## src/rtl/grg_pkg.sv

```systemverilog
`default_nettype none
package grg_pkg;

  localparam int RAMP_ENTRIES = 256;
  localparam int PIVOT        = RAMP_ENTRIES / 2 - 1;
  localparam int HALF         = RAMP_ENTRIES / 2;

  localparam int IDX_W    = 8;
  localparam int GAMMA_W  = 11;
  localparam int CONTR_W  = 10;
  localparam int BRIGHT_W = 9;
  localparam int VAL_W    = 16;

  localparam int FRAC      = 24;
  localparam int MANT_W    = 31;
  localparam int LOG_STEPS = 24;
  localparam int MAG_W     = 37;
  localparam int DIV_STEPS = MAG_W;
  localparam int REM_W     = GAMMA_W;
  localparam int E_W       = 40;

  localparam logic [GAMMA_W-1:0] GAMMA_LO   = 11'd26;
  localparam logic [GAMMA_W-1:0] GAMMA_HI   = 11'd1024;
  localparam logic [GAMMA_W-1:0] GAMMA_UNIT = 11'd256;
  localparam logic [CONTR_W-1:0] CONTR_LO   = 10'd26;
  localparam logic [CONTR_W-1:0] CONTR_HI   = 10'd768;
  localparam logic [CONTR_W-1:0] CONTR_RST  = 10'd256;
  localparam logic signed [BRIGHT_W-1:0] BRIGHT_LO = -9'sd205;
  localparam logic signed [BRIGHT_W-1:0] BRIGHT_HI = 9'sd205;

  localparam logic [1:0] REG_GAMMA    = 2'd0;
  localparam logic [1:0] REG_CONTRAST = 2'd1;
  localparam logic [1:0] REG_BRIGHT   = 2'd2;

  typedef struct packed {
    logic               byp;
    logic signed [17:0] bval;
  } grg_side_t;

  function automatic logic [63:0] isqrt64(input logic [63:0] x_in);
    logic [63:0] x;
    logic [63:0] r;
    logic [63:0] b;
    x = x_in;
    r = '0;
    b = 64'd1 << 62;
    for (int i = 0; i < 32; i++) begin
      if (x >= r + b) begin
        x = x - (r + b);
        r = (r >> 1) + b;
      end else begin
        r = r >> 1;
      end
      b = b >> 2;
    end
    return r;
  endfunction

  // 2^(2^-k) in Q.30 for k = 1..24, packed lowest k first
  function automatic logic [LOG_STEPS*MANT_W-1:0] build_roots();
    logic [63:0]                  r;
    logic [LOG_STEPS*MANT_W-1:0] tab;
    r = isqrt64(64'd2 << 60);
    tab = '0;
    for (int k = 0; k < LOG_STEPS; k++) begin
      if (k > 0) r = isqrt64(r << 30);
      tab[k*MANT_W +: MANT_W] = r[MANT_W-1:0];
    end
    return tab;
  endfunction

  function automatic logic [27:0] log2_fs();
    logic [63:0] m;
    logic [23:0] fr;
    m  = 64'(RAMP_ENTRIES - 1) << 23;
    fr = '0;
    for (int k = 0; k < FRAC; k++) begin
      m  = (m * m) >> 30;
      fr = fr << 1;
      if (m >= (64'd2 << 30)) begin
        m     = m >> 1;
        fr[0] = 1'b1;
      end
    end
    return (28'd7 << FRAC) + 28'(fr);
  endfunction

  localparam logic [LOG_STEPS*MANT_W-1:0] ROOT_PK = build_roots();
  localparam logic [27:0] LF = log2_fs();
  // 8 + log2(255) in Q.24
  localparam logic [30:0] LOG_OFS = (31'd8 << FRAC) + 31'(LF);

endpackage
`default_nettype wire

```

## src/rtl/grg_div.sv

```systemverilog
`default_nettype none
module grg_div (
  input  wire logic                        clk,
  input  wire logic                        rst_n,
  input  wire logic                        en,
  input  wire logic                        in_valid,
  input  wire grg_pkg::grg_side_t          in_side,
  input  wire logic                        in_neg,
  input  wire logic [grg_pkg::MAG_W-1:0]   in_mag,
  input  wire logic [grg_pkg::GAMMA_W-1:0] gamma,
  output logic                             out_valid,
  output grg_pkg::grg_side_t               out_side,
  output logic signed [grg_pkg::E_W-1:0]   out_e
);

  localparam int N  = grg_pkg::DIV_STEPS;
  localparam int MW = grg_pkg::MAG_W;
  localparam int RW = grg_pkg::REM_W;

  // one quotient bit per stage; dividend bits shift out as quotient bits shift in
  logic               dv_r  [0:N];
  logic [MW-1:0]      dq_r  [0:N];
  logic [RW-1:0]      dr_r  [0:N];
  logic               dn_r  [0:N];
  grg_pkg::grg_side_t ds_r  [0:N];
  logic [MW-1:0]      dq_nxt[0:N];
  logic [RW-1:0]      dr_nxt[0:N];
  logic [RW:0]        tr    [0:N-1];

  always_comb begin
    dq_nxt[0] = in_mag;
    dr_nxt[0] = '0;
    for (int k = 0; k < N; k++) begin
      tr[k] = {dr_r[k], dq_r[k][MW-1]};
      if (tr[k] >= {1'b0, gamma}) begin
        dr_nxt[k+1] = RW'(tr[k] - {1'b0, gamma});
        dq_nxt[k+1] = {dq_r[k][MW-2:0], 1'b1};
      end else begin
        dr_nxt[k+1] = tr[k][RW-1:0];
        dq_nxt[k+1] = {dq_r[k][MW-2:0], 1'b0};
      end
    end
  end

  always_ff @(posedge clk) begin
    if (!rst_n) begin
      for (int k = 0; k <= N; k++) dv_r[k] <= 1'b0;
    end else if (en) begin
      dv_r[0] <= in_valid;
      for (int k = 0; k < N; k++) dv_r[k+1] <= dv_r[k];
    end
  end

  always_ff @(posedge clk) begin
    if (en) begin
      for (int k = 0; k <= N; k++) begin
        dq_r[k] <= dq_nxt[k];
        dr_r[k] <= dr_nxt[k];
      end
      dn_r[0] <= in_neg;
      ds_r[0] <= in_side;
      for (int k = 0; k < N; k++) begin
        dn_r[k+1] <= dn_r[k];
        ds_r[k+1] <= ds_r[k];
      end
    end
  end

  // floor division: round a negative quotient away from zero when inexact
  logic [MW:0]                    qa;
  logic [MW:0]                    mq;
  logic signed [grg_pkg::E_W-1:0] e_nxt;

  always_comb begin
    qa    = {1'b0, dq_r[N]} + (MW+1)'(|dr_r[N]);
    mq    = dn_r[N] ? (MW+1)'(-qa) : {1'b0, dq_r[N]};
    e_nxt = $signed({{(grg_pkg::E_W-MW-1){mq[MW]}}, mq})
          + $signed(grg_pkg::E_W'(grg_pkg::LOG_OFS));
  end

  logic                           ev_r;
  grg_pkg::grg_side_t             es_r;
  logic signed [grg_pkg::E_W-1:0] e_r;

  always_ff @(posedge clk) begin
    if (!rst_n) ev_r <= 1'b0;
    else if (en) ev_r <= dv_r[N];
  end
  always_ff @(posedge clk) begin
    if (en) begin
      es_r <= ds_r[N];
      e_r  <= e_nxt;
    end
  end

  assign out_valid = ev_r;
  assign out_side  = es_r;
  assign out_e     = e_r;

endmodule
`default_nettype wire

```

## config.mk

```make
export PLATFORM = sky130hd
export DESIGN_NAME = grg_div
export DESIGN_NICKNAME = d
export VERILOG_FILES = /design/src/rtl/grg_pkg.sv /design/src/rtl/grg_div.sv
export SDC_FILE = /design/constraint.sdc
export NUM_CORES = 2
export LEC_CHECK = 0
export BUFFER_PORTS_ARGS = -buffer_cell sky130_fd_sc_hd__buf_2
export CAP_MARGIN = 5
export CORE_MARGIN = 1
export CORE_UTILIZATION = 25
export CTS_CLUSTER_SIZE = 20
export DETAILED_ROUTE_END_ITERATION = 6
export PLACE_DENSITY = 0.44
export SETUP_SLACK_MARGIN = 0.02
export SLEW_MARGIN = 0
export SYNTH_ARGS = -nofsm -noshare
export SYNTH_HDL_FRONTEND = slang
export SYNTH_SLANG_ARGS = --single-unit
```

## constraint.sdc

```tcl
create_clock -name clk -period 10.5 [get_ports clk]
set_input_delay 3.15 -clock clk [delete_from_list [all_inputs] [get_ports clk]]
set_output_delay 3.15 -clock clk [all_outputs]
set_load 0.05 [all_outputs]
```

==> out/qor.csv <==
metric,value,unit
period_minus_slack,7072,ps
viasPerCell,4.160,
hold_slack,375.5,ps
cap_violations,0,
areaGrowthSynthToFinish,16.85,%
ant_nets,0,
avgSynthCellArea,16.20,um2
die-area,422400,um2
ys_top_cells_by_area,"edfxtp_1 75%, ha_1 5.2%, o21ai_0 2.0%",
synth_most_common_cell,edfxtp_1,
dpl_worst_slack,2525,ps
p_leak,43.20,nW
setup_viol,0,
cts_resized,0,
gp_congestion,0.8207,
min_period_over_period,0.6736,
synth_compound_area_frac,0.06829,
synth_seq_cells,2670,
tns,0,ps
layout-drive-gt1-share,0.1103,
arrival,7660,ps
synth.area.mux_share,0.02166,
drt_first_iter_violations,3675,
synth_simple_gate_area_frac,0.06407,
worstPathCellList,buf_2 > inv_1 > buf_4 > ha_1 > nor2b_1 > o21ai_0 > a21boi_0 > o21ai_0 > a21boi_0 > o21ai_0 > a21boi_0 > o31a_1 > nor2_1 > mux2_2,
start_util,0.2516,
postCtsSetupBuffers,0,
synth_commonest_cells,"2636 x edfxtp_1, 511 x nor2_1, 458 x inv_1",
final_core_util,0.2940,
die_w,650.0,um
grt_pass1_wl,297.2,mm
hp-start,dq_r[3][146],
slew_headroom,0.2463,
cts_max_path_buffers,4,
ys_seq_area_frac,0.7606,
synth_cells,6479,
cts-root-buf,clkbuf_16,
timing.critical_path.from,gamma[2],
fillCellCount,41020,
post_drt_wl_per_cell,14.89,um
synth_edf_count,2636,
cts_made_buffers,310,
grt_max_degree,175,
postCtsHoldBufs,0,
synthArstFlopShare,0,
cp-end-kind,flip-flop,
fin_ws,3428,ps
hp-class,reg2reg,
synth_nets,7025,
nNetsFinal,7454,
worstSetupPathType,in2reg,
vias,52600,
required,11090,ps
grt_antenna_before_repair,5,
dpl.hpwl,112.6,mm
critPathMaxStageDelay,710,ps
synthFlopType,edfxtp_1,
die_h,650.0,um
port_buffers,131,
synthAdderAreaFrac,0.05908,
clk_pin_slew,60,ps
peakVddDrop,0.1564,mV
synth_cell_types,74,
reg2reg_from,dr_r[4][65],
slowest_stage,inv_1,
synth_xor_area_frac,0.007093,
finClkSkew,81.96,ps
first_pass_iters,5,
rows,237,
maxSlewViolCount,0,
crit_buf_inv,3,
track_usage,0.08649,
wl,188.3,mm
worstSetupStartpointType,primary input,
drc,0,
max_freq,0.1414,GHz
hold_viol,0,
yosysWarnings,0,
grt_overflow_total,0,
tritoncts,yes,
core,417200,um2
p_per_area,250.9,nW/um2
cp_top_family,compound AO/OA/AOI/OAI gates,
status,completed,
total_power,30.77,mW
tightestPinTransition,1131,ps
rsz0062_at_grt,no,
synth_top_family_by_area,compound AO/OA/AOI/OAI gates,
yosysTopAreaCellShare,0.7541,
yosysTopAreaCell,edfxtp_1,
htreeDepth,5,
cts_sinks,2670,
grt_pass1_vias,53040,
clk_latency,930,ps
io_pins,132,
mappedNetlistArea,105000,um2
worst-path-max-fanout,16,
## registers in the layout (all words and copies together), names as in the netlist
| signal | count |
|---|---|
| dq_r | 1406 |
| out_e | 39 |
| out_side | 19 |
| dn_r | 38 |
| out_valid | 1 |
| dr_r | 407 |
| ds_r | 722 |
| dv_r | 38 |
## per-stage QoR
step,std cells,cell area (um2)
4_1_cts,12640,122600
6_report,12640,122700
3_5_place_dp,12090,112800
2_1_floorplan,6479,105000
3_3_place_gp,12090,112800
5_1_grt,12640,122700
## per-layer routing
metal | track usage | vias to the layer above | wire, um
met1 | 0.1172 | 25560 | 88700
met2 | 0.1376 | 954 | 84620
met5 | 0 | - | 0
met3 | 0.01548 | 425 | 8414
li1 | - | 25660 | -
met4 | 0.03339 | 0 | 6519
## cells by family (layout without fill, tap and decap cells)
kind of cell    Yosys count  count (layout)
flops                  2670            2670
simple gates           1417            1417
compound gates         1093            1093
buf+inv                 531            1196
fa+ha+maj               474             474
mux                     209             209
xor+xnor                 85              85
other cells               0               3
## cell usage in the layout, fill, tap and decap left out, types with 10 or more instances in the layout
| cell | n |
|---|---|
| edfxtp_1 | 2636 |
| nor2_1 | 511 |
| inv_1 | 457 |
| ha_1 | 438 |
| o21ai_0 | 411 |
| clkbuf_16 | 313 |
| nand2_1 | 275 |
| a21boi_0 | 255 |
| nand3_1 | 247 |
| o31ai_1 | 184 |
| mux2_2 | 145 |
| buf_2 | 129 |
| nor2b_1 | 108 |
| nand4_1 | 86 |
| clkinv_1 | 77 |
| a21oi_1 | 68 |
| mux2i_1 | 64 |
| nor3_1 | 55 |
| xor2_1 | 54 |
| clkinv_2 | 49 |
| o21a_1 | 48 |
| buf_4 | 45 |
| nor3b_1 | 43 |
| clkbuf_1 | 43 |
| o31a_1 | 39 |
| nor4b_1 | 37 |
| fa_1 | 36 |
| dfxtp_1 | 34 |
| xnor2_1 | 31 |
| bufinv_16 | 21 |
| buf_12 | 15 |
| a21o_1 | 11 |
| and2_1 | 11 |
| clkinvlp_4 | 11 |
| o211ai_1 | 10 |
| a211oi_1 | 10 |
## worst paths after layout
path	slack, ps	cells past startpoint	to
worst max-delay path	3430	14	dr_r[4][52]
worst min-delay path	380	0	dq_r[3][184]
worst max register to register	4840	17	out_e[34]
worst min register to register	380	0	dq_r[3][184]
## final cells by class
cell class,instances,area (um2),share of cell area
antenna,3,7.507,0.00006121
clock buffer,357,8008,0.06529
clock inverter,191,1805,0.01472
inverter,459,1723,0.01405
multi-input combinational,3278,23110,0.1884
sequential,2670,79840,0.6509
tap,5497,6878,0.05608
timing repair buffer,189,1284,0.01047
## report_power, final
part	total (mW)	switching, mW	internal (mW)
Clock	10.4	4.33	6.02
Sequential	14.2	0.657	13.6
Combinational	6.19	3.66	2.53
Total	30.8	8.65	22.1
No activity file was read; power rests on OpenSTA's default activity.
