[config.mk]
export PLATFORM = sky130hd
export DESIGN_NAME = grg_cfg
export DESIGN_NICKNAME = d
export VERILOG_FILES = /design/src/rtl/grg_pkg.sv /design/src/rtl/grg_cfg.sv
export SDC_FILE = /design/constraint.sdc
export NUM_CORES = 1
export LEC_CHECK = 0
export BUFFER_PORTS_ARGS = -buffer_cell sky130_fd_sc_hd__buf_4
export CORE_MARGIN = 2
export CORE_UTILIZATION = 43
export DETAILED_ROUTE_END_ITERATION = 10
export GPL_TIMING_DRIVEN = 0
export PLACE_DENSITY = 0.8
export SLEW_MARGIN = 30
export SYNTH_ARGS = -nofsm -noshare
export SYNTH_HDL_FRONTEND = slang
export SYNTH_SLANG_ARGS = --single-unit
[constraint.sdc]
create_clock -name clk -period 1.6 [get_ports clk]
set_input_delay 0.32 -clock clk [delete_from_list [all_inputs] [get_ports clk]]
set_output_delay 0.32 -clock clk [all_outputs]
set_load 0.02 [all_outputs]
[src/rtl/grg_pkg.sv]
`default_nettype none
package grg_pkg;

  localparam int RAMP_ENTRIES = 256;
  localparam int PIVOT        = RAMP_ENTRIES / 2 - 1;
  localparam int HALF         = RAMP_ENTRIES / 2;

  localparam int IDX_W    = 8;
  localparam int GAMMA_W  = 11;
  localparam int CONTR_W  = 10;
  localparam int BRIGHT_W = 9;
  localparam int VAL_W    = 16;

  localparam int FRAC      = 24;
  localparam int MANT_W    = 31;
  localparam int LOG_STEPS = 24;
  localparam int MAG_W     = 37;
  localparam int DIV_STEPS = MAG_W;
  localparam int REM_W     = GAMMA_W;
  localparam int E_W       = 40;

  localparam logic [GAMMA_W-1:0] GAMMA_LO   = 11'd26;
  localparam logic [GAMMA_W-1:0] GAMMA_HI   = 11'd1024;
  localparam logic [GAMMA_W-1:0] GAMMA_UNIT = 11'd256;
  localparam logic [CONTR_W-1:0] CONTR_LO   = 10'd26;
  localparam logic [CONTR_W-1:0] CONTR_HI   = 10'd768;
  localparam logic [CONTR_W-1:0] CONTR_RST  = 10'd256;
  localparam logic signed [BRIGHT_W-1:0] BRIGHT_LO = -9'sd205;
  localparam logic signed [BRIGHT_W-1:0] BRIGHT_HI = 9'sd205;

  localparam logic [1:0] REG_GAMMA    = 2'd0;
  localparam logic [1:0] REG_CONTRAST = 2'd1;
  localparam logic [1:0] REG_BRIGHT   = 2'd2;

  typedef struct packed {
    logic               byp;
    logic signed [17:0] bval;
  } grg_side_t;

  function automatic logic [63:0] isqrt64(input logic [63:0] x_in);
    logic [63:0] x;
    logic [63:0] r;
    logic [63:0] b;
    x = x_in;
    r = '0;
    b = 64'd1 << 62;
    for (int i = 0; i < 32; i++) begin
      if (x >= r + b) begin
        x = x - (r + b);
        r = (r >> 1) + b;
      end else begin
        r = r >> 1;
      end
      b = b >> 2;
    end
    return r;
  endfunction

  // 2^(2^-k) in Q.30 for k = 1..24, packed lowest k first
  function automatic logic [LOG_STEPS*MANT_W-1:0] build_roots();
    logic [63:0]                  r;
    logic [LOG_STEPS*MANT_W-1:0] tab;
    r = isqrt64(64'd2 << 60);
    tab = '0;
    for (int k = 0; k < LOG_STEPS; k++) begin
      if (k > 0) r = isqrt64(r << 30);
      tab[k*MANT_W +: MANT_W] = r[MANT_W-1:0];
    end
    return tab;
  endfunction

  function automatic logic [27:0] log2_fs();
    logic [63:0] m;
    logic [23:0] fr;
    m  = 64'(RAMP_ENTRIES - 1) << 23;
    fr = '0;
    for (int k = 0; k < FRAC; k++) begin
      m  = (m * m) >> 30;
      fr = fr << 1;
      if (m >= (64'd2 << 30)) begin
        m     = m >> 1;
        fr[0] = 1'b1;
      end
    end
    return (28'd7 << FRAC) + 28'(fr);
  endfunction

  localparam logic [LOG_STEPS*MANT_W-1:0] ROOT_PK = build_roots();
  localparam logic [27:0] LF = log2_fs();
  // 8 + log2(255) in Q.24
  localparam logic [30:0] LOG_OFS = (31'd8 << FRAC) + 31'(LF);

endpackage
`default_nettype wire

[src/rtl/grg_cfg.sv]
`default_nettype none
module grg_cfg (
  input  wire logic                    clk,
  input  wire logic                    rst_n,
  input  wire logic                    cfg_psel,
  input  wire logic                    cfg_penable,
  input  wire logic                    cfg_pwrite,
  input  wire logic [3:0]              cfg_paddr,
  input  wire logic [31:0]             cfg_pwdata,
  output logic [31:0]                  cfg_prdata,
  output logic                         cfg_pready,
  output logic [grg_pkg::GAMMA_W-1:0]  gamma,
  output logic [grg_pkg::CONTR_W-1:0]  contrast,
  output logic signed [grg_pkg::BRIGHT_W-1:0] bright
);

  logic [grg_pkg::GAMMA_W-1:0]         gamma_r, gamma_nxt;
  logic [grg_pkg::CONTR_W-1:0]         contr_r, contr_nxt;
  logic signed [grg_pkg::BRIGHT_W-1:0] bright_r, bright_nxt;
  logic                                wr;
  logic signed [grg_pkg::BRIGHT_W-1:0] bw;

  assign cfg_pready = 1'b1;
  assign wr = cfg_psel & cfg_penable & cfg_pwrite;
  assign bw = $signed(cfg_pwdata[grg_pkg::BRIGHT_W-1:0]);

  always_comb begin
    gamma_nxt  = gamma_r;
    contr_nxt  = contr_r;
    bright_nxt = bright_r;
    if (wr) begin
      case (cfg_paddr[3:2])
        grg_pkg::REG_GAMMA: begin
          gamma_nxt = cfg_pwdata[grg_pkg::GAMMA_W-1:0];
          if (gamma_nxt < grg_pkg::GAMMA_LO) gamma_nxt = grg_pkg::GAMMA_LO;
          if (gamma_nxt > grg_pkg::GAMMA_HI) gamma_nxt = grg_pkg::GAMMA_HI;
        end
        grg_pkg::REG_CONTRAST: begin
          contr_nxt = cfg_pwdata[grg_pkg::CONTR_W-1:0];
          if (contr_nxt < grg_pkg::CONTR_LO) contr_nxt = grg_pkg::CONTR_LO;
          if (contr_nxt > grg_pkg::CONTR_HI) contr_nxt = grg_pkg::CONTR_HI;
        end
        grg_pkg::REG_BRIGHT: begin
          bright_nxt = bw;
          if (bw < grg_pkg::BRIGHT_LO) bright_nxt = grg_pkg::BRIGHT_LO;
          if (bw > grg_pkg::BRIGHT_HI) bright_nxt = grg_pkg::BRIGHT_HI;
        end
        default: begin
        end
      endcase
    end
  end

  always_ff @(posedge clk) begin
    if (!rst_n) begin
      gamma_r  <= grg_pkg::GAMMA_UNIT;
      contr_r  <= grg_pkg::CONTR_RST;
      bright_r <= '0;
    end else begin
      gamma_r  <= gamma_nxt;
      contr_r  <= contr_nxt;
      bright_r <= bright_nxt;
    end
  end

  always_comb begin
    case (cfg_paddr[3:2])
      grg_pkg::REG_GAMMA:    cfg_prdata = 32'(gamma_r);
      grg_pkg::REG_CONTRAST: cfg_prdata = 32'(contr_r);
      grg_pkg::REG_BRIGHT:   cfg_prdata = {{(32-grg_pkg::BRIGHT_W){bright_r[8]}}, bright_r};
      default:               cfg_prdata = '0;
    endcase
  end

  assign gamma    = gamma_r;
  assign contrast = contr_r;
  assign bright   = bright_r;

endmodule
`default_nettype wire

==> results.txt, run 1 <==
First-pass GRT wire length -> 7.78 mm
Antenna diodes -> 0
Most frequent cells in the layout -> buf_4, nand2_1, dfxtp_1
IO Count -> 104
Mux cell area share after synthesis -> 0.0589
Max-cap viol count -> 0
Simple-Gate Fraction of Synth Area -> 0.201
Total GRT Usage -> 0.234
Cell variety after synth -> 41
Setup Slack @ Placement -> -0.214 ns
Arrival @ worst endpoint -> 1.25 ns
Worst-path fanout max -> 10
Synthesized Nets -> 242
GR Overflow Total -> 0
CORE AREA -> 3740 µm²
R2r worst-path depth -> 2
Final WL -> 5.04 mm
Vias -> 1,758
CTS tree -> done
Multi-input logic area -> 893 µm²
Final worst path period need -> 1.57 ns
Initial drt markers -> 72
Hold path cells -> 2
Area grow syn2layout -> 47.6%
Fraction of registers with async set/reset -> 0
Filler cell count in the final layout -> 347
Clk sinks -> 30
WS Path Type -> in2out
CP required -> 1.28 ns
Final Slew Violations -> 0
Register-to-Register Setup Slack -> 0.88 ns
RSZ-0062 raised after global routing -> false
Nets@finish -> 330
Die ar. -> 4470 µm²
HP Class -> in2reg
Clock Tree Buf Depth -> 2
Largest net degree at the start of global routing -> 11
Worst R2R Start -> bright[8]
Worst Skew -> 0 ns
HPWL after DPL -> 3.75 mm
Routed Antenna Nets -> 0
P_leak -> 1.12 nW
Endpoints failing hold -> 0
Row Count -> 22
Commonest non-fill, non-tap cell in the layout -> buf_4
Post-synthesis compound-gate area fraction -> 0.236
Setup WS post-layout -> 0.0261 ns
Global placer's final weighted congestion -> 0.814
Wire per inst -> 14.9 µm
Root buffer cell -> clkbuf_8
FF+latch count, synth -> 30
Chip height -> 66.9 µm
Synth Area in Adders -> 0.00736
Top FF cell, synth -> dfxtp_1
Yosys warnings -> 0
Mapped cell area -> 1700 µm²
DRT Pass-1 Iters -> 4
Element type at the critical path end -> output pin
Critical path's largest stage delay -> 0.30 ns
WHS Endpoint -> contrast[6]
Syn Inst Count -> 200
Pwr dens -> 651 nW/µm²
Sequential fraction of the synthesis area -> 0.353
FMAX -> 0.635 GHz
Period utilization -> 0.984
Endpoints failing setup -> 0
DR vias/cell -> 5.22
Cell mode on critical path -> buf_4
Fraction of layout cells with a size suffix above 1 -> 0.450
Setup TNS -> 0 ns
PortBufs -> 77
Die Wd -> 66.9 µm
Total Power -> 1.63 mW
XOR/XNOR share of the synthesized area -> 0
WHS -> 0.307 ns
Crit start category -> primary input
Post-synth EDFFs -> 0
# DRC -> 0
Initial antenna violation count -> 0
Htree depth -> 2
Critical hold path startpoint -> cfg_pwdata[6]
Worst skew pair latency -> 0.28 ns
Avg Inst Size Synth -> 8.50 µm²
CTS Hold Bufs -> 0
Crit path cell chain -> buf_4 > buf_6 > mux2i_2 > o21ai_1 > buf_4
Clock transition at path regs -> 0.06 ns
Peak VDD IR -> 0.664 mV
Largest family of logic cells by synthesized area -> compound AO/OA/AOI/OAI gates
Worst R2R End -> bright[8]
Slowest CP cell -> mux2i_2
Vias in the first global route -> 1,607
CTS Buf Count -> 5
Starting Density -> 0.454
Status -> finished, final reports clean
Register Area -> 602 µm²
## worst max path at each step
stage                      start        endpoint  slack (ns)
finish              cfg_paddr[2]   cfg_prdata[3]        0.03
global route           bright[8]  cfg_prdata[12]       0.003
CTS                 cfg_paddr[3]  cfg_prdata[29]       0.002
detailed placement  cfg_paddr[3]  cfg_prdata[28]       -0.21
global placement    cfg_paddr[3]  cfg_prdata[18]       -0.17
floorplan           cfg_paddr[2]  cfg_prdata[12]        0.01
## power breakdown
part | total [mW] | leakage, nW | switching (mW) | internal [mW]
registers | 0.767 | 0.243 | 0.00931 | 0.757
clock network | 0.622 | 0.0482 | 0.276 | 0.346
logic | 0.244 | 0.830 | 0.143 | 0.101
total | 1.63 | 1.12 | 0.428 | 1.20
## routing by layer
metal / wire (µm) / vias up / part of all wire / GRT usage
met5: 0 / - / 0 / 0
met3: 474 / 7 / 0.094 / 0.0574
met4: 73 / 0 / 0.014 / 0.0638
met1: 1960 / 797 / 0.39 / 0.270
li1: - / 867 / - / -
met2: 2530 / 87 / 0.50 / 0.428
## cell families (layout without fill, tap and decap cells)
family                     Yosys count  after routing
AOI/OAI and AO/OA                   57             57
DFF                                 30             30
buffers and inverters               36            125
and+or+nand+nor                     65             65
other                                1              1
adders and majority gates            1              1
muxes                               10             10
## critical path, delay by kind of cell
family,cells,cell delay [ns]
compound gates,1,0.11
buf+inv,3,0.52
mux,1,0.30
## synth_stat cells, drive strengths merged (2+ instances only)
cell type,number,share of area
a31oi,2,0.0074
nand2,36,0.080
o221a,4,0.027
o211ai,3,0.013
inv,4,0.0088
buf,27,0.12
o21ai,17,0.050
or2,2,0.0074
o22ai,3,0.011
a22o,4,0.021
mux2i,10,0.059
nor2,5,0.011
clkbuf,5,0.011
nand3,3,0.0088
nor2b,5,0.023
nor3,4,0.018
dfxtp,30,0.35
a32o,3,0.018
a21oi,13,0.038
nand3b,4,0.018
nand2b,2,0.0074
## timing repair
item | 4_1_cts | 5_1_grt
pin swaps | 1 | 0
cloned | 3 | 0
resized for setup | 7 | 7
buffers inserted | 1 | 1
endpoints found under the setup margin | 28 | 16
## registers in the layout (all words and copies together) (netlist names)
signal and count:
contrast 10, gamma 11, bright 9
## area by class of cell
cell class	instances	area share
clock buffers	7	0.0344
well taps	48	0.0239
repair inverters	3	0.00898
clock inverters	1	0.00200
repair buffers	79	0.236
inverters	4	0.00748
multi-input cells	134	0.356
plain buffers	31	0.0908
flip-flops and latches	30	0.240
## through the flow
stage | std cells | area (µm²) | utilization
after floorplan | 200 | 1710 | -
after global placement | 325 | 2350 | 0.627
after detailed placement | 325 | 2350 | 0.627
after CTS | 337 | 2490 | 0.664
after global routing | 337 | 2510 | 0.670
final | 337 | 2510 | 0.670
No activity file was read; power rests on OpenSTA's default activity.
==> run 2, diff against run 1 <==
--- a/config.mk
+++ b/config.mk
@@ -8,6 +8,7 @@
 export BUFFER_PORTS_ARGS = -buffer_cell sky130_fd_sc_hd__buf_4
 export CORE_MARGIN = 2
 export CORE_UTILIZATION = 43
+export CTS_BUF_LIST = sky130_fd_sc_hd__clkbuf_16
 export DETAILED_ROUTE_END_ITERATION = 10
 export GPL_TIMING_DRIVEN = 0
 export PLACE_DENSITY = 0.8
==> run 2 against run 1 <==
Net effect:
- routed wire length is 2.1% higher
- non-clock buffer count is 1 lower
- clock skew stayed put
- register-to-register slack hardly changed
- flip-flop and latch count stayed put
- die area stayed put
- largest cell class unchanged
- highest routed layer unchanged
==> results.txt, run 2 (same netlist as run 1, synthesis figures left out) <==
P_leak -> 1.15 nW
First-pass GRT wire length -> 7.98 mm
Htree depth -> 2
Row Count -> 22
WHS -> 0.316 ns
Total GRT Usage -> 0.240
Final WL -> 5.15 mm
Cell mode on critical path -> buf_4
Peak VDD IR -> 0.703 mV
Total Power -> 1.88 mW
Most frequent cells in the layout -> buf_4, nand2_1, dfxtp_1
Slowest CP cell -> mux2i_2
Vias -> 1,790
CTS Hold Bufs -> 0
Routed Antenna Nets -> 0
RSZ-0062 raised after global routing -> false
Arrival @ worst endpoint -> 1.27 ns
Initial antenna violation count -> 0
Endpoints failing setup -> 0
Wire per inst -> 15.3 µm
Clk sinks -> 30
CP required -> 1.28 ns
DR vias/cell -> 5.33
Worst Skew -> 0 ns
Fraction of layout cells with a size suffix above 1 -> 0.444
CTS Buf Count -> 5
CORE AREA -> 3740 µm²
Pwr dens -> 725 nW/µm²
FMAX -> 0.631 GHz
Critical path's largest stage delay -> 0.31 ns
Worst-path fanout max -> 10
Root buffer cell -> clkbuf_16
CP delay by family, top -> buffers and inverters
Initial drt markers -> 56
Die Wd -> 66.9 µm
Met3 wire len -> 472 µm
GR Overflow Total -> 0
Crit start category -> primary input
Clock transition at path regs -> 0.05 ns
Status -> finished, final reports clean
DRT Pass-1 Iters -> 5
Clock Tree Buf Depth -> 2
Crit path cell chain -> buf_4 > buf_6 > mux2i_2 > o21ai_1 > buf_4
Worst skew pair latency -> 0.27 ns
CTS tree -> done
Element type at the critical path end -> output pin
Commonest non-fill, non-tap cell in the layout -> buf_4
Starting Density -> 0.454
IO Count -> 104
Final worst path period need -> 1.59 ns
CP bufs+invs -> 3
Antenna diodes -> 0
Placed cells -> 325
DRT met1 WL -> 1.98 mm
Area grow syn2layout -> 52.5%
Nets@finish -> 329
Largest net degree at the start of global routing -> 11
Final cell count without fillers -> 336
HP Class -> in2reg
Max-cap viol count -> 0
PortBufs -> 77
Period utilization -> 0.991
Vias in the first global route -> 1,630
Largest register FFs -> 11
Metal2 WL -> 2.60 mm
# DRC -> 0
HPWL after DPL -> 3.75 mm
Final Slew Violations -> 0
WS Path Type -> in2out
Endpoints failing hold -> 0
Global placer's final weighted congestion -> 0.814
Top Layer Used -> met4
Die ar. -> 4470 µm²
Chip height -> 66.9 µm
[run 2: power by group]
group | internal (mW) | switching [mW] | total (mW) | leakage, nW
sequential | 0.758 | 0.00928 | 0.767 | 0.243
combinational | 0.101 | 0.143 | 0.245 | 0.834
clock | 0.560 | 0.307 | 0.867 | 0.0724
total | 1.42 | 0.460 | 1.88 | 1.15
[run 2: cell type report]
| cell class | instances | area (µm²) |
|---|---|---|
| fill | 332 | 1150 |
| multi-input combinational | 134 | 893 |
| timing repair buffer | 78 | 608 |
| sequential | 30 | 604 |
| buffer | 31 | 246 |
| clock buffer | 5 | 125 |
| tap | 48 | 60.1 |
| timing repair inverter | 3 | 22.5 |
| inverter | 4 | 18.8 |
| clock inverter | 3 | 12.5 |
[run 2: what timing repair did]
item,in CTS,in global routing
cloned,3,0
setup buffers,0,1
gates resized for setup,6,20
setup endpoints to repair,28,20
[run 2: through the flow]
step | TNS, ns | util | setup WS (ns) | cell area, µm²
final | 0 | 0.692 | 0.0145 | 2590
after global placement | -3.77 | 0.627 | -0.172 | 2350
after detailed placement | -4.67 | 0.627 | -0.214 | 2350
after global routing | 0 | 0.692 | 0.00751 | 2590
after floorplan | 0 | - | 0.0135 | 1710
after CTS | -0.0580 | 0.674 | -0.0121 | 2520
[run 2: layer usage]
layer / track usage / vias to the layer above
met3: 0.0591 / 9
met1: 0.279 / 819
met4: 0.0638 / 0
li1: - / 866
met2: 0.436 / 96
met5: 0 / -
[run 2: final timing paths]
check,start,slack [ns],end,cells past startpoint
worst max register to register,bright[0],0.88,bright[0],2
worst max-delay path,cfg_paddr[2],0.01,cfg_prdata[3],5
worst min-delay path,cfg_pwdata[6],0.32,contrast[6],2
worst min register to register,contrast[7],0.48,contrast[7],2
[run 2: worst register-to-register path, delay by kind of cell (launching register included)]
family / cells / cell delay, ns
AOI/OAI and AO/OA: 2 / 0.28
DFF: 1 / 0.33
